**config.mk**
```make
export PLATFORM = sky130hd
export DESIGN_NAME = rtc_fields_to_epoch_seconds_flat
export DESIGN_NICKNAME = d
export VERILOG_FILES = /design/src/rtl/core/rtcfe_pkg.sv /design/src/rtl/core/rtcfe_if.sv /design/src/rtl/core/rtcfe_bcd.sv /design/src/rtl/core/rtcfe_acc.sv /design/src/rtl/core/rtc_fields_to_epoch_seconds.sv /design/src/flat_wrapper.sv
export SDC_FILE = /design/constraint.sdc
export NUM_CORES = 1
export LEC_CHECK = 0
export ABC_CLOCK_PERIOD_IN_PS = 4300
export BUFFER_PORTS_ARGS = -buffer_cell sky130_fd_sc_hd__buf_2
export CORE_MARGIN = 4
export CORE_UTILIZATION = 30
export DETAILED_ROUTE_END_ITERATION = 10
export PLACE_DENSITY = 0.46
export SLEW_MARGIN = 10
export SYNTH_ARGS = -nofsm -noshare
export SYNTH_HDL_FRONTEND = slang
export SYNTH_SLANG_ARGS = --single-unit
```
**constraint.sdc**
```tcl
create_clock -name clk -period 4.3 [get_ports clk]
set_input_delay 0.215 -clock clk [delete_from_list [all_inputs] [get_ports clk]]
set_output_delay 0.215 -clock clk [all_outputs]
set_load 0.01 [all_outputs]
```
**src/rtl/core/rtcfe_pkg.sv**
```systemverilog
`timescale 1ns / 1ps

package rtcfe_pkg;

  localparam int unsigned CFG_INDEX_W = 2;
  localparam int unsigned CFG_DATA_W  = 14;
  localparam int unsigned YEAR_W      = 14;
  localparam int unsigned EPOCH_W     = 38;

  // register map
  localparam logic [CFG_INDEX_W-1:0] REG_CENTURY_ENABLE = 2'd0;
  localparam logic [CFG_INDEX_W-1:0] REG_PIVOT_YEAR     = 2'd1;

  localparam logic [YEAR_W-1:0] PIVOT_RESET = 14'd2024;
  localparam logic [YEAR_W-1:0] YEAR_EPOCH  = 14'd1970;
  localparam logic [YEAR_W-1:0] YEAR_MAX    = 14'd9999;

  // accumulator addend select
  localparam logic [2:0] ADD_YEAR      = 3'd0;
  localparam logic [2:0] ADD_LEAP_YEAR = 3'd1;
  localparam logic [2:0] ADD_MONTH     = 3'd2;
  localparam logic [2:0] ADD_DAY       = 3'd3;
  localparam logic [2:0] ADD_HOUR      = 3'd4;
  localparam logic [2:0] ADD_MINUTE    = 3'd5;
  localparam logic [2:0] ADD_SECOND    = 3'd6;

  typedef struct packed {
    logic       clear;
    logic       add;
    logic [2:0] sel;
    logic [3:0] month;
    logic       leap;
  } acc_ctl_t;

  typedef struct packed {
    logic [7:0] second;
    logic [7:0] minute;
    logic [7:0] hour;
    logic [7:0] day;
    logic [7:0] month;
    logic [7:0] year;
    logic [7:0] century;
    logic       pm_fix;
  } dec_t;

endpackage

```
**src/rtl/core/rtcfe_if.sv**
```systemverilog
`timescale 1ns / 1ps

interface rtcfe_in_if;
  logic       valid;
  logic       ready;
  logic [7:0] raw_second;
  logic [7:0] raw_minute;
  logic [7:0] raw_hour;
  logic [7:0] raw_day;
  logic [7:0] raw_month;
  logic [7:0] raw_year;
  logic [7:0] raw_century;
  logic [7:0] status_b;

  modport source (
    output valid, raw_second, raw_minute, raw_hour, raw_day, raw_month, raw_year,
           raw_century, status_b,
    input  ready
  );
  modport sink (
    input  valid, raw_second, raw_minute, raw_hour, raw_day, raw_month, raw_year,
           raw_century, status_b,
    output ready
  );
endinterface

interface rtcfe_out_if;
  logic                            valid;
  logic                            ready;
  logic [rtcfe_pkg::EPOCH_W-1:0]   epoch_seconds;
  logic [rtcfe_pkg::YEAR_W-1:0]    full_year;
  logic                            invalid;

  modport source (output valid, epoch_seconds, full_year, invalid, input ready);
  modport sink   (input valid, epoch_seconds, full_year, invalid, output ready);
endinterface

interface rtcfe_cfg_if;
  logic                                valid;
  logic                                ready;
  logic [rtcfe_pkg::CFG_INDEX_W-1:0]   index;
  logic [rtcfe_pkg::CFG_DATA_W-1:0]    data;

  modport source (output valid, index, data, input ready);
  modport sink   (input valid, index, data, output ready);
endinterface

```
**src/rtl/core/rtcfe_bcd.sv**
```systemverilog
`timescale 1ns / 1ps

module rtcfe_bcd (
  input  logic [7:0]      raw_second,
  input  logic [7:0]      raw_minute,
  input  logic [7:0]      raw_hour,
  input  logic [7:0]      raw_day,
  input  logic [7:0]      raw_month,
  input  logic [7:0]      raw_year,
  input  logic [7:0]      raw_century,
  input  logic [7:0]      status_b,
  output rtcfe_pkg::dec_t dec
);

  // nibbles above 9 pass unchecked
  function automatic logic [7:0] bcd(input logic [7:0] b);
    logic [7:0] tens;
    tens = {4'b0, b[7:4]};
    return {4'b0, b[3:0]} + (tens << 3) + (tens << 1);
  endfunction

  logic       binary_mode;
  logic [7:0] hr_tens;
  logic [7:0] hr_bcd;

  assign binary_mode = status_b[2];
  assign hr_tens     = {5'b0, raw_hour[6:4]};
  // low part stays below 128, so bit 7 ORs back cleanly
  assign hr_bcd      = ({4'b0, raw_hour[3:0]} + (hr_tens << 3) + (hr_tens << 1))
                       | {raw_hour[7], 7'b0};

  always_comb begin
    if (binary_mode) begin
      dec.second  = raw_second;
      dec.minute  = raw_minute;
      dec.hour    = raw_hour;
      dec.day     = raw_day;
      dec.month   = raw_month;
      dec.year    = raw_year;
      dec.century = raw_century;
    end else begin
      dec.second  = bcd(raw_second);
      dec.minute  = bcd(raw_minute);
      dec.hour    = hr_bcd;
      dec.day     = bcd(raw_day);
      dec.month   = bcd(raw_month);
      dec.year    = bcd(raw_year);
      dec.century = bcd(raw_century);
    end
    dec.pm_fix = !status_b[1] && dec.hour[7];
  end

endmodule

```
**src/rtl/core/rtcfe_acc.sv**
```systemverilog
`timescale 1ns / 1ps

module rtcfe_acc (
  input  logic                          clk,
  input  rtcfe_pkg::acc_ctl_t           ctl,
  input  logic [7:0]                    second,
  output logic [rtcfe_pkg::EPOCH_W-1:0] total
);

  localparam int unsigned W = rtcfe_pkg::EPOCH_W;
  localparam logic [W-1:0] SECS_DAY   = 38'd86400;
  localparam logic [W-1:0] SECS_HOUR  = 38'd3600;
  localparam logic [W-1:0] SECS_MIN   = 38'd60;
  localparam logic [W-1:0] SECS_YEAR  = 38'd31536000;
  localparam logic [W-1:0] SECS_LEAPY = 38'd31622400;
  localparam logic [W-1:0] EPOCH_MAX  = 38'd253402300799;
  // day is summed as day*86400; one day comes off at the end
  localparam logic [W-1:0] OVER_LIM   = EPOCH_MAX + SECS_DAY;

  function automatic logic [W-1:0] month_secs(input logic [3:0] m, input logic leap);
    logic [W-1:0] s;
    case (m)
      4'd2:    s = leap ? 38'd2505600 : 38'd2419200;
      4'd4,
      4'd6,
      4'd9,
      4'd11:   s = 38'd2592000;
      default: s = 38'd2678400;
    endcase
    return s;
  endfunction

  logic [W-1:0] acc;
  logic [W-1:0] addend;

  always_comb begin
    case (ctl.sel)
      rtcfe_pkg::ADD_YEAR:      addend = SECS_YEAR;
      rtcfe_pkg::ADD_LEAP_YEAR: addend = SECS_LEAPY;
      rtcfe_pkg::ADD_MONTH:     addend = month_secs(ctl.month, ctl.leap);
      rtcfe_pkg::ADD_DAY:       addend = SECS_DAY;
      rtcfe_pkg::ADD_HOUR:      addend = SECS_HOUR;
      rtcfe_pkg::ADD_MINUTE:    addend = SECS_MIN;
      rtcfe_pkg::ADD_SECOND:    addend = {{(W-8){1'b0}}, second};
      default:                  addend = '0;
    endcase
  end

  always_ff @(posedge clk) begin
    if (ctl.clear) begin
      acc <= '0;
    end else if (ctl.add) begin
      acc <= acc + addend;
    end
  end

  always_comb begin
    if (acc < SECS_DAY) begin
      total = '0;
    end else if (acc > OVER_LIM) begin
      total = EPOCH_MAX;
    end else begin
      total = acc - SECS_DAY;
    end
  end

endmodule

```
**src/rtl/core/rtc_fields_to_epoch_seconds.sv**
```systemverilog
`timescale 1ns / 1ps
// Sequence: from input transfer to result valid the item passes the 12-hour fix, the pivot
//   reduction, the year walk (from 1970, or from year 0 for years before 1970), the month
//   walk and the day/hour/minute count-downs; a bad month goes straight to the result.
// Flow: one item in flight; a new item is taken once the previous one has
//   reached the output register, which may still be waiting to be taken.
// Reset: rst (synchronous, active high) idles the sequencer, drops result valid,
//   and sets century_enable = 0, pivot_year = 2024.
module rtc_fields_to_epoch_seconds (
  input  logic       clk,
  input  logic       rst,
  rtcfe_cfg_if.sink  cfg,
  rtcfe_in_if.sink   sample,
  rtcfe_out_if.source result
);

  localparam int unsigned YW = rtcfe_pkg::YEAR_W;
  localparam int unsigned EW = rtcfe_pkg::EPOCH_W;

  // sequencer states
  localparam logic [3:0] S_IDLE   = 4'd0;
  localparam logic [3:0] S_HOUR   = 4'd1;   // 12-hour PM: add 12
  localparam logic [3:0] S_HMOD   = 4'd2;   // then reduce mod 24
  localparam logic [3:0] S_PIV    = 4'd3;   // pivot mod 100 by subtraction
  localparam logic [3:0] S_FULL   = 4'd4;   // raw full year
  localparam logic [3:0] S_INIT   = 4'd5;   // saturate, month check, walk setup
  localparam logic [3:0] S_YEARS  = 4'd6;
  localparam logic [3:0] S_MONTHS = 4'd7;
  localparam logic [3:0] S_DAY    = 4'd8;
  localparam logic [3:0] S_HR     = 4'd9;
  localparam logic [3:0] S_MIN    = 4'd10;
  localparam logic [3:0] S_SEC    = 4'd11;
  localparam logic [3:0] S_DONE   = 4'd12;

  logic [3:0] state, state_next;

  // configuration
  logic          century_enable;
  logic [YW-1:0] pivot_year;

  // captured item
  rtcfe_pkg::dec_t dec_in;
  rtcfe_pkg::dec_t item;

  // working registers
  logic [YW-1:0] rem;        // pivot_year mod 100 when S_PIV ends, unless century_enable
  logic [14:0]   full_raw;   // up to 255 + 255*100
  logic [YW-1:0] full;
  logic          bad;
  logic [YW-1:0] yc;         // year being walked
  logic [1:0]    c4;         // yc mod 4
  logic [6:0]    c100;       // yc mod 100
  logic [8:0]    c400;       // yc mod 400
  logic [3:0]    mon_cnt;
  logic [7:0]    cnt;

  // result register
  logic          out_valid;
  logic [EW-1:0] out_epoch;
  logic [YW-1:0] out_year;
  logic          out_invalid;

  rtcfe_pkg::acc_ctl_t acc_ctl;
  logic [EW-1:0]       total;

  logic          leap_now;
  logic          month_bad;
  logic [14:0]   full_adj;
  logic [YW-1:0] full_sat;
  logic [14:0]   cen_x100;
  logic          done_go;
  logic          years_end;
  logic          months_end;

  rtcfe_bcd u_bcd (
    .raw_second  (sample.raw_second),
    .raw_minute  (sample.raw_minute),
    .raw_hour    (sample.raw_hour),
    .raw_day     (sample.raw_day),
    .raw_month   (sample.raw_month),
    .raw_year    (sample.raw_year),
    .raw_century (sample.raw_century),
    .status_b    (sample.status_b),
    .dec         (dec_in)
  );

  rtcfe_acc u_acc (
    .clk    (clk),
    .ctl    (acc_ctl),
    .second (item.second),
    .total  (total)
  );

  assign cfg.ready    = 1'b1;
  assign sample.ready = (state == S_IDLE);

  assign result.valid         = out_valid;
  assign result.epoch_seconds = out_epoch;
  assign result.full_year     = out_year;
  assign result.invalid       = out_invalid;

  // Gregorian rule from the running residues
  assign leap_now  = ((c4 == 2'd0) && (c100 != 7'd0)) || (c400 == 9'd0);
  assign month_bad = (item.month == 8'd0) || (item.month > 8'd12);

  // century * 100 as shifts
  assign cen_x100 = {1'b0, item.century, 6'b0} + {2'b0, item.century, 5'b0}
                  + {5'b0, item.century, 2'b0};

  // pivot expansion wraps into the next century when below the pivot
  assign full_adj = (!century_enable && (full_raw < {1'b0, pivot_year}))
                    ? full_raw + 15'd100 : full_raw;
  assign full_sat = (full_adj > {1'b0, rtcfe_pkg::YEAR_MAX})
                    ? rtcfe_pkg::YEAR_MAX : full_adj[YW-1:0];

  assign years_end  = (yc == full);
  assign months_end = ({4'b0, mon_cnt} == item.month);
  assign done_go    = !out_valid || result.ready;

  // next state
  always_comb begin
    state_next = state;
    unique case (state)
      S_IDLE:   if (sample.valid) state_next = S_HOUR;
      S_HOUR:   state_next = item.pm_fix ? S_HMOD : S_PIV;
      S_HMOD:   if (item.hour < 8'd24) state_next = S_PIV;
      S_PIV:    if (century_enable || (rem < 14'd100)) state_next = S_FULL;
      S_FULL:   state_next = S_INIT;
      S_INIT:   state_next = month_bad ? S_DONE : S_YEARS;
      S_YEARS:  if (years_end) state_next = S_MONTHS;
      S_MONTHS: if (months_end) state_next = S_DAY;
      S_DAY:    if (cnt == 8'd0) state_next = S_HR;
      S_HR:     if (cnt == 8'd0) state_next = S_MIN;
      S_MIN:    if (cnt == 8'd0) state_next = S_SEC;
      S_SEC:    state_next = S_DONE;
      S_DONE:   if (done_go) state_next = S_IDLE;
      default:  state_next = S_IDLE;
    endcase
  end

  // shared adder control
  always_comb begin
    acc_ctl       = '0;
    acc_ctl.month = mon_cnt;
    acc_ctl.leap  = leap_now;
    case (state)
      S_INIT: acc_ctl.clear = 1'b1;
      S_YEARS: begin
        // only years from 1970 on count
        if (!years_end && (yc >= rtcfe_pkg::YEAR_EPOCH)) begin
          acc_ctl.add = 1'b1;
          acc_ctl.sel = leap_now ? rtcfe_pkg::ADD_LEAP_YEAR : rtcfe_pkg::ADD_YEAR;
        end
      end
      S_MONTHS: begin
        if (!months_end) begin
          acc_ctl.add = 1'b1;
          acc_ctl.sel = rtcfe_pkg::ADD_MONTH;
        end
      end
      S_DAY: begin
        acc_ctl.add = (cnt != 8'd0);
        acc_ctl.sel = rtcfe_pkg::ADD_DAY;
      end
      S_HR: begin
        acc_ctl.add = (cnt != 8'd0);
        acc_ctl.sel = rtcfe_pkg::ADD_HOUR;
      end
      S_MIN: begin
        acc_ctl.add = (cnt != 8'd0);
        acc_ctl.sel = rtcfe_pkg::ADD_MINUTE;
      end
      S_SEC: begin
        acc_ctl.add = 1'b1;
        acc_ctl.sel = rtcfe_pkg::ADD_SECOND;
      end
      default: acc_ctl = acc_ctl;
    endcase
  end

  // control state
  always_ff @(posedge clk) begin
    if (rst) begin
      state          <= S_IDLE;
      out_valid      <= 1'b0;
      century_enable <= 1'b0;
      pivot_year     <= rtcfe_pkg::PIVOT_RESET;
    end else begin
      state <= state_next;
      // a new result may replace one taken in the same cycle
      if ((state == S_DONE) && done_go) begin
        out_valid <= 1'b1;
      end else if (out_valid && result.ready) begin
        out_valid <= 1'b0;
      end
      if (cfg.valid) begin
        unique case (cfg.index)
          rtcfe_pkg::REG_CENTURY_ENABLE: century_enable <= cfg.data[0];
          rtcfe_pkg::REG_PIVOT_YEAR:     pivot_year     <= cfg.data;
          default:                       century_enable <= century_enable;
        endcase
      end
    end
  end

  // datapath
  always_ff @(posedge clk) begin
    case (state)
      S_IDLE: begin
        if (sample.valid) begin
          item <= dec_in;
        end
      end
      S_HOUR: begin
        rem <= pivot_year;
        if (item.pm_fix) begin
          item.hour <= {1'b0, item.hour[6:0]} + 8'd12;
        end
      end
      S_HMOD: begin
        if (item.hour >= 8'd24) begin
          item.hour <= item.hour - 8'd24;
        end
      end
      S_PIV: begin
        if (rem >= 14'd100) begin
          rem <= rem - 14'd100;
        end
      end
      S_FULL: begin
        if (century_enable) begin
          full_raw <= {7'b0, item.year} + cen_x100;
        end else begin
          full_raw <= {7'b0, item.year} + {1'b0, pivot_year - rem};
        end
      end
      S_INIT: begin
        full    <= full_sat;
        bad     <= month_bad;
        mon_cnt <= 4'd1;
        // start the walk at 1970 when possible, else at year 0
        if (full_sat >= rtcfe_pkg::YEAR_EPOCH) begin
          yc   <= rtcfe_pkg::YEAR_EPOCH;
          c4   <= 2'd2;
          c100 <= 7'd70;
          c400 <= 9'd370;
        end else begin
          yc   <= '0;
          c4   <= '0;
          c100 <= '0;
          c400 <= '0;
        end
      end
      S_YEARS: begin
        if (!years_end) begin
          yc   <= yc + 14'd1;
          c4   <= c4 + 2'd1;
          c100 <= (c100 == 7'd99)  ? 7'd0 : c100 + 7'd1;
          c400 <= (c400 == 9'd399) ? 9'd0 : c400 + 9'd1;
        end
      end
      S_MONTHS: begin
        if (!months_end) begin
          mon_cnt <= mon_cnt + 4'd1;
        end else begin
          cnt <= item.day;
        end
      end
      S_DAY: begin
        if (cnt != 8'd0) cnt <= cnt - 8'd1;
        else             cnt <= item.hour;
      end
      S_HR: begin
        if (cnt != 8'd0) cnt <= cnt - 8'd1;
        else             cnt <= item.minute;
      end
      S_MIN: begin
        if (cnt != 8'd0) cnt <= cnt - 8'd1;
      end
      S_DONE: begin
        if (done_go) begin
          out_epoch   <= bad ? '0 : total;
          out_year    <= full;
          out_invalid <= bad;
        end
      end
      default: cnt <= cnt;
    endcase
  end

endmodule
```
**src/flat_wrapper.sv**
```systemverilog
// flat-port wrapper written by rule: the top's interface ports become plain ports
module rtc_fields_to_epoch_seconds_flat 
  (clk, rst, cfg_valid, cfg_index, cfg_data, cfg_ready, sample_valid, sample_raw_second, sample_raw_minute, sample_raw_hour, sample_raw_day, sample_raw_month, sample_raw_year, sample_raw_century, sample_status_b, sample_ready, result_valid, result_epoch_seconds, result_full_year, result_invalid, result_ready);
  rtcfe_cfg_if cfg_i ();
  rtcfe_in_if sample_i ();
  rtcfe_out_if result_i ();
  input  logic clk;
  input  logic rst;
  input wire logic [$bits(cfg_i.valid)-1:0] cfg_valid;
  input wire logic [$bits(cfg_i.index)-1:0] cfg_index;
  input wire logic [$bits(cfg_i.data)-1:0] cfg_data;
  output wire logic [$bits(cfg_i.ready)-1:0] cfg_ready;
  input wire logic [$bits(sample_i.valid)-1:0] sample_valid;
  input wire logic [$bits(sample_i.raw_second)-1:0] sample_raw_second;
  input wire logic [$bits(sample_i.raw_minute)-1:0] sample_raw_minute;
  input wire logic [$bits(sample_i.raw_hour)-1:0] sample_raw_hour;
  input wire logic [$bits(sample_i.raw_day)-1:0] sample_raw_day;
  input wire logic [$bits(sample_i.raw_month)-1:0] sample_raw_month;
  input wire logic [$bits(sample_i.raw_year)-1:0] sample_raw_year;
  input wire logic [$bits(sample_i.raw_century)-1:0] sample_raw_century;
  input wire logic [$bits(sample_i.status_b)-1:0] sample_status_b;
  output wire logic [$bits(sample_i.ready)-1:0] sample_ready;
  output wire logic [$bits(result_i.valid)-1:0] result_valid;
  output wire logic [$bits(result_i.epoch_seconds)-1:0] result_epoch_seconds;
  output wire logic [$bits(result_i.full_year)-1:0] result_full_year;
  output wire logic [$bits(result_i.invalid)-1:0] result_invalid;
  input wire logic [$bits(result_i.ready)-1:0] result_ready;
  assign cfg_i.valid = cfg_valid;
  assign cfg_i.index = cfg_index;
  assign cfg_i.data = cfg_data;
  assign cfg_ready = cfg_i.ready;
  assign sample_i.valid = sample_valid;
  assign sample_i.raw_second = sample_raw_second;
  assign sample_i.raw_minute = sample_raw_minute;
  assign sample_i.raw_hour = sample_raw_hour;
  assign sample_i.raw_day = sample_raw_day;
  assign sample_i.raw_month = sample_raw_month;
  assign sample_i.raw_year = sample_raw_year;
  assign sample_i.raw_century = sample_raw_century;
  assign sample_i.status_b = sample_status_b;
  assign sample_ready = sample_i.ready;
  assign result_valid = result_i.valid;
  assign result_epoch_seconds = result_i.epoch_seconds;
  assign result_full_year = result_i.full_year;
  assign result_invalid = result_i.invalid;
  assign result_i.ready = result_ready;
  rtc_fields_to_epoch_seconds u_core (.clk(clk), .rst(rst), .cfg(cfg_i), .sample(sample_i), .result(result_i));
endmodule
```
==> impl_metrics.json, run 1 <==
{
  "grt-ovfl-total": 0,
  "place_inst": 2678,
  "syn_nets": 2038,
  "dp_slack_ps": -181.9,
  "die_width_um": 248.7,
  "setup_viol": 0,
  "reg2reg_depth": 18,
  "coreArea_mm2": 0.05682,
  "slowest_stage": "or4b_4",
  "grt_max_degree": 54,
  "timing.final.ws_setup_ps": 123.5,
  "min_path_type": "in -> reg",
  "drtAntennaViolNets": 0,
  "port_buffers": 133,
  "cts_buffers": 34,
  "final-hold-violation-count": 0,
  "vdd_ir_drop_max_mv": 0.2652,
  "p_seq_frac": 0.326,
  "grt_usage": 0.1393,
  "firstDrtPassIters": 5,
  "r2r-start": "u_core.yc[1]",
  "fillCellCount": 5733,
  "row_count": 87,
  "ios": 141,
  "antenna_found_initial": 1,
  "die_h_um": 248.7,
  "grt_pass1_vias": 13630,
  "cp.required_ps": 4710,
  "layout-drive-gt1-share": 0.1717,
  "hp-start": "sample_raw_month[5]",
  "clk_latency_ps": 540,
  "cts_tree": "built",
  "netlist_area_mm2": 0.01738,
  "synth-main-ff-cell": "edfxtp_1",
  "fin_nets": 2269,
  "path_buf_inv": 0,
  "sw_frac_of_total": 0.3729,
  "ys_ff_latch": 256,
  "drc": 0,
  "dpl.hpwl_um": 33810,
  "async_flop_share": 0,
  "path_delay_family": "simple AND/OR/NAND/NOR gates",
  "intPower_uw": 7214,
  "die_area_mm2": 0.06184,
  "worst_pin_slew_ps": 1078,
  "critPathMaxStageDelay_ps": 530,
  "drt_iter0_markers": 713,
  "combinationalPowerShare": 0.426,
  "synth_cells": 1777,
  "fin_crit_sh": 0.9713,
  "p_per_area_mw_per_mm2": 546.8,
  "detail_route.wl_per_cell_um": 15.83,
  "yosysUniqueCellTypes": 87,
  "start_util": 0.3059,
  "fin_crit_ps": 4176,
  "p_sw_uw": 4289,
  "crit_chain": "ha_2, or4_1, a31oi_1, o21ai_1, nand3_1, or2_4, o21ai_2, o21ai_1, ha_1, a21oi_2, o21ai_1, a31o_1, or4b_4, and4b_2, o311ai_4, and2_4, xor2_1, nor2_1",
  "fin_cells": 2789,
  "vias_per_cell": 4.890,
  "hold_depth": 3,
  "clkPwrFrac": 0.248,
  "drv_slew": 0,
  "slew_headroom": 0.2814,
  "via_count": 13640,
  "place_congestion": 0.8631,
  "r2r_slack_ps": 120,
  "cp-start-kind": "flop",
  "crit_fanout": 7,
  "cts.path.max_buffers": 3,
  "area_growth_pct": 21.05,
  "setup.worst_path.class": "reg -> reg",
  "finClkSkew_ps": 24.19,
  "cts_htree_levels": 2,
  "rsz0062_at_grt": "true",
  "outcome": "completed",
  "cp_data_arrival_time_ps": 4590,
  "crit_path_end_kind": "flop",
  "synth-edff-count": 198,
  "seq_area_frac_synth": 0.4089,
  "clockRootBuffer": "clkbuf_16",
  "p_leak_uw": 0.008427,
  "ys_warn_count": 0,
  "maxCapViolCount": 0,
  "synth.avg_cell_area_um2": 9.780,
  "n_antenna_cell": 0,
  "wl_um": 44140,
  "grt_pass1_wl_um": 71520,
  "clkSinkCount": 256,
  "path_common_cell": "o21ai_1",
  "clkTransAtPathRegs_ps": 60,
  "fmax_mhz": 239.4,
  "r2r_end": "u_core.u_acc.acc[26]",
  "min_to": "u_core.item[22]"
}
-- per-stage QoR --
step | hold WS (ps) | power (uW) | TNS (ps) | area, um2 | util
global route | 22.02 | 12430 | -455.0 | 21040 | 0.3702
floorplan | 313.9 | 7207 | 0 | 17380 | -
finish | 28.90 | 11500 | 0 | 21040 | 0.3702
detailed placement | 393.3 | 8558 | -840.5 | 19290 | 0.3394
CTS | 0.3056 | 11530 | 0 | 20880 | 0.3674
global placement | 394.6 | 8497 | -330.3 | 19290 | 0.3394
-- cell usage in the layout (no fill, tap or decap), drive strengths merged, types with 14 or more instances in the layout --
cell type    count
nand2b          14
nor4            18
nor2b           25
xor2            78
o21ai          131
inv             80
and3            25
ha             151
nand3           31
fa              25
nor3            26
edfxtp         198
mux2            25
xnor2           91
or3             17
nand2          201
dlygate4sd3     44
buf            216
a21oi          139
a21o            39
dfxtp           58
nor2           144
a31oi           16
clkbuf          46
-- power groups by stage --
| stage | combinational (uW) | sequential, uW | clock [uW] |
|---|---|---|---|
| after floorplan | 3610 | 3590 | 0 |
| after global placement | 4700 | 3800 | 0 |
| after detailed placement | 4760 | 3800 | 0 |
| after CTS | 4830 | 3750 | 2950 |
| after global routing | 5570 | 3810 | 3050 |
| final | 4900 | 3740 | 2850 |
-- worst register-to-register path, stage by stage, from the launching register on --
cell and delay [ps]:
edfxtp_1 410, ha_2 190, or4_1 400, a31oi_1 150, o21ai_1 100, nand3_1 150, or2_4 190, o21ai_2 70
o21ai_1 150, ha_1 280, a21oi_2 170, o21ai_1 80, a31o_1 220, or4b_4 530, and4b_2 270, o311ai_4 290
and2_4 230, xor2_1 150, nor2_1 50
-- metal layers --
metal / GRT usage / up-vias / part of all wire
li1: - / 6881 / -
met1: 0.1894 / 6451 / 0.48
met2: 0.2269 / 235 / 0.45
met3: 0.02226 / 68 / 0.037
met4: 0.04648 / 2 / 0.028
met5: 0 / - / 0.00016
-- flip-flops by register name, indices dropped and copies added (netlist names), 7 cells and up --
| name | flops |
|---|---|
| u_core.c100 | 7 |
| u_core.c400 | 9 |
| u_core.cnt | 8 |
| u_core.full | 14 |
| u_core.full_raw | 15 |
| u_core.item | 57 |
| u_core.pivot_year | 14 |
| u_core.rem | 14 |
| u_core.result.epoch_seconds | 38 |
| u_core.result.full_year | 14 |
| u_core.u_acc.acc | 38 |
| u_core.yc | 14 |
-- worst max path at each step --
stage               slack (ps)         start  depth (start not counted)                    to
floorplan                  210  u_core.yc[0]                         21  u_core.u_acc.acc[26]
CTS                          6  u_core.yc[1]                         21  u_core.u_acc.acc[29]
finish                     120  u_core.yc[1]                         18  u_core.u_acc.acc[26]
global route              -110  u_core.yc[1]                         19  u_core.u_acc.acc[34]
global placement          -100  u_core.yc[1]                         19  u_core.u_acc.acc[26]
detailed placement        -180  u_core.yc[3]                         18  u_core.u_acc.acc[26]
-- logic make-up after synthesis --
family / share of synthesized area
muxes: 0.02311
adders and majority gates: 0.1375
AOI/OAI and AO/OA: 0.1580
buffers and inverters: 0.03405
xor gates and xnor gates: 0.08517
and+or+nand+nor: 0.1531
DFF: 0.4089
other: 0.0002158
-- cells in the mapped netlist (all sizes together), types with 17 or more instances --
library cell    n  area (um2)
o21ai         131       659.4
ha            151        1889
xor2           78       683.2
and3           25       157.6
a21oi         139       706.9
fa             25       500.5
dfxtp          58        1161
nand3          31       155.2
inv            80       300.3
buf            20       121.4
mux2           25       281.5
xnor2          91       797.0
or3            17       111.4
nor4           18       142.6
a21o           39       292.8
clkbuf         45       170.2
nand2         201       754.5
edfxtp        198        5946
nor2          144       543.0
nor3           26       140.1
nor2b          25       156.4
-- final cells by class --
type                            instances  area (um2)  area share
Sequential cell                       256        7107      0.3378
Inverter                               80       300.3     0.01427
Clock buffer                           46       999.7     0.04752
Clock inverter                         15       128.9    0.006126
Multi-Input combinational cell       1376        9827      0.4671
Timing Repair Buffer                  260        1729     0.08219
Tap cell                              756       945.9     0.04496
-- timing repair --
action | 4_1_cts | 5_1_grt
setup buffers | 1 | 5
resized for setup | 5 | 36
pin swaps | 5 | 23
setup endpoints to repair | 9 | 20
hold endpoints to repair | 45 | 0
hold buffers | 44 | 0
Power figures use the tool's default switching activity.
==> inputs of run 2 (changes only) <==
--- a/config.mk
+++ b/config.mk
@@ -11,6 +11,7 @@
 export CORE_UTILIZATION = 30
 export DETAILED_ROUTE_END_ITERATION = 10
 export PLACE_DENSITY = 0.46
+export SETUP_SLACK_MARGIN = 0.3
 export SLEW_MARGIN = 10
 export SYNTH_ARGS = -nofsm -noshare
 export SYNTH_HDL_FRONTEND = slang
==> run 2 against run 1 <==
Against the previous run:
- total power increased by 0.94%
- largest power group unchanged
- cell area increased by 1.5%
- critical path depth unchanged
- critical path type unchanged
- global-route usage about the same
- final cell count increased by 0.75%
- combinational power increased by 3%
==> impl_metrics.json, run 2 (synthesized netlist as in run 1, its figures left out) <==
{
  "fmax_mhz": 243.1,
  "dp_slack_ps": -153.5,
  "vdd_ir_drop_max_mv": 0.3772,
  "worst_pin_slew_ps": 1075,
  "vias_per_cell": 4.868,
  "regMostFlops": "u_core.item",
  "setup.worst_path.class": "reg -> reg",
  "p_leak_uw": 0.008526,
  "setup_viol": 0,
  "place_congestion": 0.8443,
  "layout-drive-gt1-share": 0.1817,
  "mostFrequentLayoutCells": "198 x edfxtp_1, 197 x nand2_1, 148 x ha_1",
  "mostFrequentLayoutCell": "edfxtp_1",
  "timing.final.ws_setup_ps": 187.3,
  "cp_data_arrival_time_ps": 4570,
  "die_h_um": 248.7,
  "maxCapViolCount": 0,
  "place_inst": 2679,
  "slowest_stage": "or4b_4",
  "fillCellCount": 5732,
  "p_per_area_mw_per_mm2": 543.7,
  "final-hold-violation-count": 0,
  "worst_hold_slack_ps": 25.97,
  "firstDrtPassIters": 5,
  "largest_reg_flops": 57,
  "clk_latency_ps": 590,
  "grt-ovfl-total": 0,
  "drtAntennaViolNets": 0,
  "critPathMaxStageDelay_ps": 510,
  "wl_um": 44670,
  "die_width_um": 248.7,
  "fin_crit_ps": 4113,
  "start_util": 0.3059,
  "detail_route.wl_per_cell_um": 15.90,
  "cts_buffers": 31,
  "outcome": "completed",
  "dpl-instance-area_mm2": 0.01932,
  "min_path_type": "in -> reg",
  "grt_pass1_vias": 13700,
  "crit_fanout": 7,
  "finClkSkew_ps": 26.18,
  "drt_iter0_markers": 720,
  "fin_cells": 2810,
  "cp.required_ps": 4760,
  "drv_slew": 0,
  "via_count": 13680,
  "rsz0062_at_grt": "true",
  "clkTransAtPathRegs_ps": 60,
  "final_area_mm2": 0.02135,
  "grt_pass1_wl_um": 72450,
  "antenna_found_initial": 2,
  "port_buffers": 133,
  "die_area_mm2": 0.06184,
  "fin_nets": 2290,
  "coreArea_mm2": 0.05682,
  "ios": 141,
  "area_growth_pct": 22.87,
  "grt_usage": 0.1397,
  "fin_crit_sh": 0.9565,
  "crit_path_end_kind": "flop",
  "cts_tree": "built",
  "clkSinkCount": 256,
  "slew_headroom": 0.2831,
  "crit_chain": "ha_2, or4_4, a31oi_4, o21ai_2, nand3_2, or2_4, o21ai_2, o21ai_1, ha_1, a21oi_2, o21ai_1, a31o_1, or4b_4, and4b_1, o311ai_2, and2_4, xor2_1, nor2_1",
  "cts.path.max_buffers": 3,
  "grt_max_degree": 50,
  "drc": 0,
  "cts_htree_levels": 1,
  "cp-start-kind": "flop",
  "dpl.hpwl_um": 34030,
  "row_count": 87,
  "clockRootBuffer": "clkbuf_16"
}
[run 2: worst max-delay path: cells and delay by family, from the launching register on]
kind	cells	cell delay (ps)
AND/OR/NAND/NOR	7	1770
flip-flops	1	430
adder cells (fa/ha/maj)	2	480
XOR/XNOR	1	150
AO/OA/AOI/OAI	8	1180
[run 2: area by class of cell]
cell class | count | area (um2) | share of cell area
Sequential cell | 256 | 7107 | 0.3328
Clock inverter | 22 | 280.3 | 0.01313
Multi-Input combinational cell | 1376 | 9942 | 0.4656
Clock buffer | 35 | 800.8 | 0.03750
Antenna cell | 1 | 2.502 | 0.0001172
Timing Repair Buffer | 284 | 1974 | 0.09246
Inverter | 80 | 300.3 | 0.01406
Tap cell | 756 | 945.9 | 0.04430
[run 2: timing repair]
action,CTS,global route
endpoints found under the hold margin,64,0
gates resized for setup,29,42
cloned,0,0
setup endpoints to repair,21,26
setup buffers,1,5
pin swaps,13,28
hold buffers,67,0
[run 2: worst paths after layout]
| check | start | to | slack, ps | cells past startpoint |
|---|---|---|---|---|
| worst min-delay path | sample_raw_second[4] | u_core.item[53] | 30 | 3 |
| worst max-delay path | u_core.yc[1] | u_core.u_acc.acc[26] | 190 | 18 |
| worst max register to register | u_core.yc[1] | u_core.u_acc.acc[26] | 190 | 18 |
| worst min register to register | u_core.full[3] | u_core.result.full_year[3] | 470 | 0 |
[run 2: per-layer routing]
layer / up-vias / routed length [um] / track usage
li1: 6936 / - / -
met1: 6469 / 21060 / 0.1918
met2: 203 / 20510 / 0.2310
met3: 69 / 1959 / 0.01944
met4: 2 / 1123 / 0.03943
met5: - / 13 / 0
[run 2: where the power goes]
part / internal (uW) / switching, uW
Sequential: 3270 / 476
Clock: 1690 / 1110
Combinational: 2270 / 2790
Total: 7240 / 4370
[run 2: through the flow]
| stage | power [uW] | util | TNS, ps |
|---|---|---|---|
| after detailed placement | 8576 | 0.3400 | -661.1 |
| after floorplan | 7228 | - | 0 |
| final | 11610 | 0.3758 | 0 |
| after CTS | 11580 | 0.3721 | 0 |
| after global placement | 8525 | 0.3400 | -134.3 |
| after global routing | 12530 | 0.3757 | -218.5 |
==> inputs of run 3 (changes only) <==
--- a/config.mk
+++ b/config.mk
@@ -7,6 +7,7 @@
 export LEC_CHECK = 0
 export ABC_CLOCK_PERIOD_IN_PS = 4300
 export BUFFER_PORTS_ARGS = -buffer_cell sky130_fd_sc_hd__buf_2
+export CORE_ASPECT_RATIO = 0.9
 export CORE_MARGIN = 4
 export CORE_UTILIZATION = 30
 export DETAILED_ROUTE_END_ITERATION = 10
==> run 3 against run 2 <==
Against the previous run:
- fmax is 0.95% lower
- first-iteration DRC count decreased by 8.5%
- utilization is 0.77 points lower
- critical path depth rose by 1
==> impl_metrics.json, run 3 (synthesized netlist as in run 1, its figures left out) <==
{
  "outcome": "completed",
  "worst_pin_slew_ps": 941.3,
  "cp_data_arrival_time_ps": 4550,
  "final_area_mm2": 0.02106,
  "path_delay_family": "simple AND/OR/NAND/NOR gates",
  "ios": 141,
  "path_buf_inv": 2,
  "grt_use_met3": 0.01965,
  "clockRootBuffer": "clkbuf_16",
  "die_width_um": 261.7,
  "sw_frac_of_total": 0.3819,
  "final-hold-violation-count": 0,
  "antenna_found_initial": 1,
  "r2r_slack_ps": 150,
  "hold_depth": 2,
  "fmax_mhz": 240.8,
  "fin_crit_ps": 4152,
  "crit_path_end_kind": "flop",
  "slew_headroom": 0.3702,
  "cp.required_ps": 4700,
  "drc": 0,
  "setup_viol": 0,
  "area_growth_pct": 21.20,
  "multiInputGateArea_mm2": 0.009952,
  "detail_route.wl_per_cell_um": 16.22,
  "grt_usage": 0.1448,
  "start_util": 0.3037,
  "use_met2": 0.2257,
  "p_seq_frac": 0.324,
  "die_h_um": 236.3,
  "drv_slew": 0,
  "drtAntennaViolNets": 0,
  "cts_htree_levels": 2,
  "vias_per_cell": 4.840,
  "via_count": 13530,
  "rsz0062_at_grt": "true",
  "grt-ovfl-total": 0,
  "row_count": 83,
  "clkPwrFrac": 0.232,
  "critPathMaxStageDelay_ps": 540,
  "port_buffers": 133,
  "crit_chain": "ha_2, or4_4, a31oi_4, o21ai_2, nand3_2, or2_4, buf_6, o21ai_2, a21o_1, ha_4, and3_4, a31o_1, or4b_4, and4b_2, o311ai_4, buf_4, a21oi_1, xnor2_1, nor2_1",
  "finClkSkew_ps": 15.11,
  "slowest_stage": "or4b_4",
  "crit_fanout": 4,
  "path_common_cell": "o21ai_2",
  "drt_iter0_markers": 659,
  "clk_latency_ps": 540,
  "fillCellCount": 5724,
  "combinationalPowerShare": 0.444,
  "p_per_area_mw_per_mm2": 548.3,
  "clkTransAtPathRegs_ps": 50,
  "top_usage_layer": "met2",
  "hp-start": "sample_raw_second[2]",
  "min_path_type": "in -> reg",
  "mostFrequentLayoutCell": "nand2_1",
  "dp_slack_ps": -204.0,
  "reg2reg_depth": 19,
  "largest_reg_flops": 57,
  "min_to": "u_core.item[51]",
  "place_congestion": 0.8515,
  "mostFrequentLayoutCells": "199 x nand2_1, 198 x edfxtp_1, 146 x ha_1",
  "grt_pass1_vias": 13460,
  "cts_buffers": 34,
  "intPower_uw": 7139,
  "regMostFlops": "u_core.item",
  "clkSinkCount": 256,
  "total_power_uw": 11550,
  "dpl.hpwl_um": 34170,
  "fin_crit_sh": 0.9657,
  "die_area_mm2": 0.06185,
  "cts_tree": "built",
  "maxCapViolCount": 0,
  "vdd_ir_drop_max_mv": 0.2319,
  "setup.worst_path.class": "reg -> reg",
  "fin_nets": 2265,
  "cp-start-kind": "flop",
  "dpl-instance-area_mm2": 0.01932,
  "coreArea_mm2": 0.05722,
  "p_leak_uw": 0.008397,
  "firstDrtPassIters": 5,
  "r2r_end": "u_core.u_acc.acc[32]",
  "cts.path.max_buffers": 3,
  "timing.final.ws_setup_ps": 147.6,
  "wl_um": 45350,
  "use_met1": 0.2074,
  "worst_hold_slack_ps": 31.02,
  "grt_pass1_wl_um": 72490,
  "r2r-start": "u_core.yc[1]",
  "grt_max_degree": 48,
  "layout-drive-gt1-share": 0.1818,
  "p_sw_uw": 4410,
  "seqCellArea_mm2": 0.007107
}
## run 3: cell types whose count changed in the layout (fill, tap and decap cells not counted), moves of 3 or more
| cell | change |
|---|---|
| bufinv_16 | -6 |
| clkbuf_16 | +6 |
| clkinv_1 | +9 |
| clkinvlp_4 | -4 |
| dlygate4sd3_1 | -32 |
| o21ai_1 | +3 |
## run 3: per-layer routing
layer	wire (um)	part of all wire
met1	22370	0.49
met2	20200	0.45
met3	1601	0.035
met4	1177	0.026
met5	0	0
## run 3: power groups by stage
stage | Clock (uW) | Sequential, uW | Combinational (uW)
6_report | 2680 | 3750 | 5120
5_1_grt | 2880 | 3800 | 5790
4_1_cts | 2790 | 3740 | 4950
3_5_place_dp | 0 | 3790 | 4810
3_3_place_gp | 0 | 3780 | 4750
2_1_floorplan | 0 | 3600 | 3630
## run 3: per-stage QoR
step / util / std cells / TNS (ps)
floorplan: - / 1777 / 0
global placement: 0.3377 / 2687 / -326.4
detailed placement: 0.3377 / 2687 / -934.5
CTS: 0.3640 / 2787 / 0
global route: 0.3681 / 2795 / -15.21
finish: 0.3681 / 2796 / 0
## run 3: worst max path at each step
| stage | cells past startpoint | to | startpoint |
|---|---|---|---|
| after CTS | 19 | u_core.u_acc.acc[32] | u_core.yc[3] |
| after detailed placement | 19 | u_core.u_acc.acc[26] | u_core.yc[1] |
| after global placement | 18 | u_core.u_acc.acc[26] | u_core.yc[3] |
| after global routing | 18 | u_core.u_acc.acc[34] | u_core.yc[5] |
| after floorplan | 20 | u_core.u_acc.acc[26] | u_core.yc[0] |
| final | 19 | u_core.u_acc.acc[32] | u_core.yc[1] |
## run 3: repair_timing
action                                 CTS  global route
endpoints found under the hold margin   36             0
hold buffers                            35             0
gates cloned                             0             0
setup endpoints to repair               19            24
buffers inserted                         3             8
resized for setup                       31            38
pin swaps                               23            36
## run 3: final cells by class
class,count,area share
clock inverter,18,0.003861
clock buffer,44,0.04615
inverter,80,0.01426
sequential,256,0.3374
multi-input combinational,1376,0.4725
tap,765,0.04544
timing repair buffer,256,0.08031
antenna,1,0.0001188
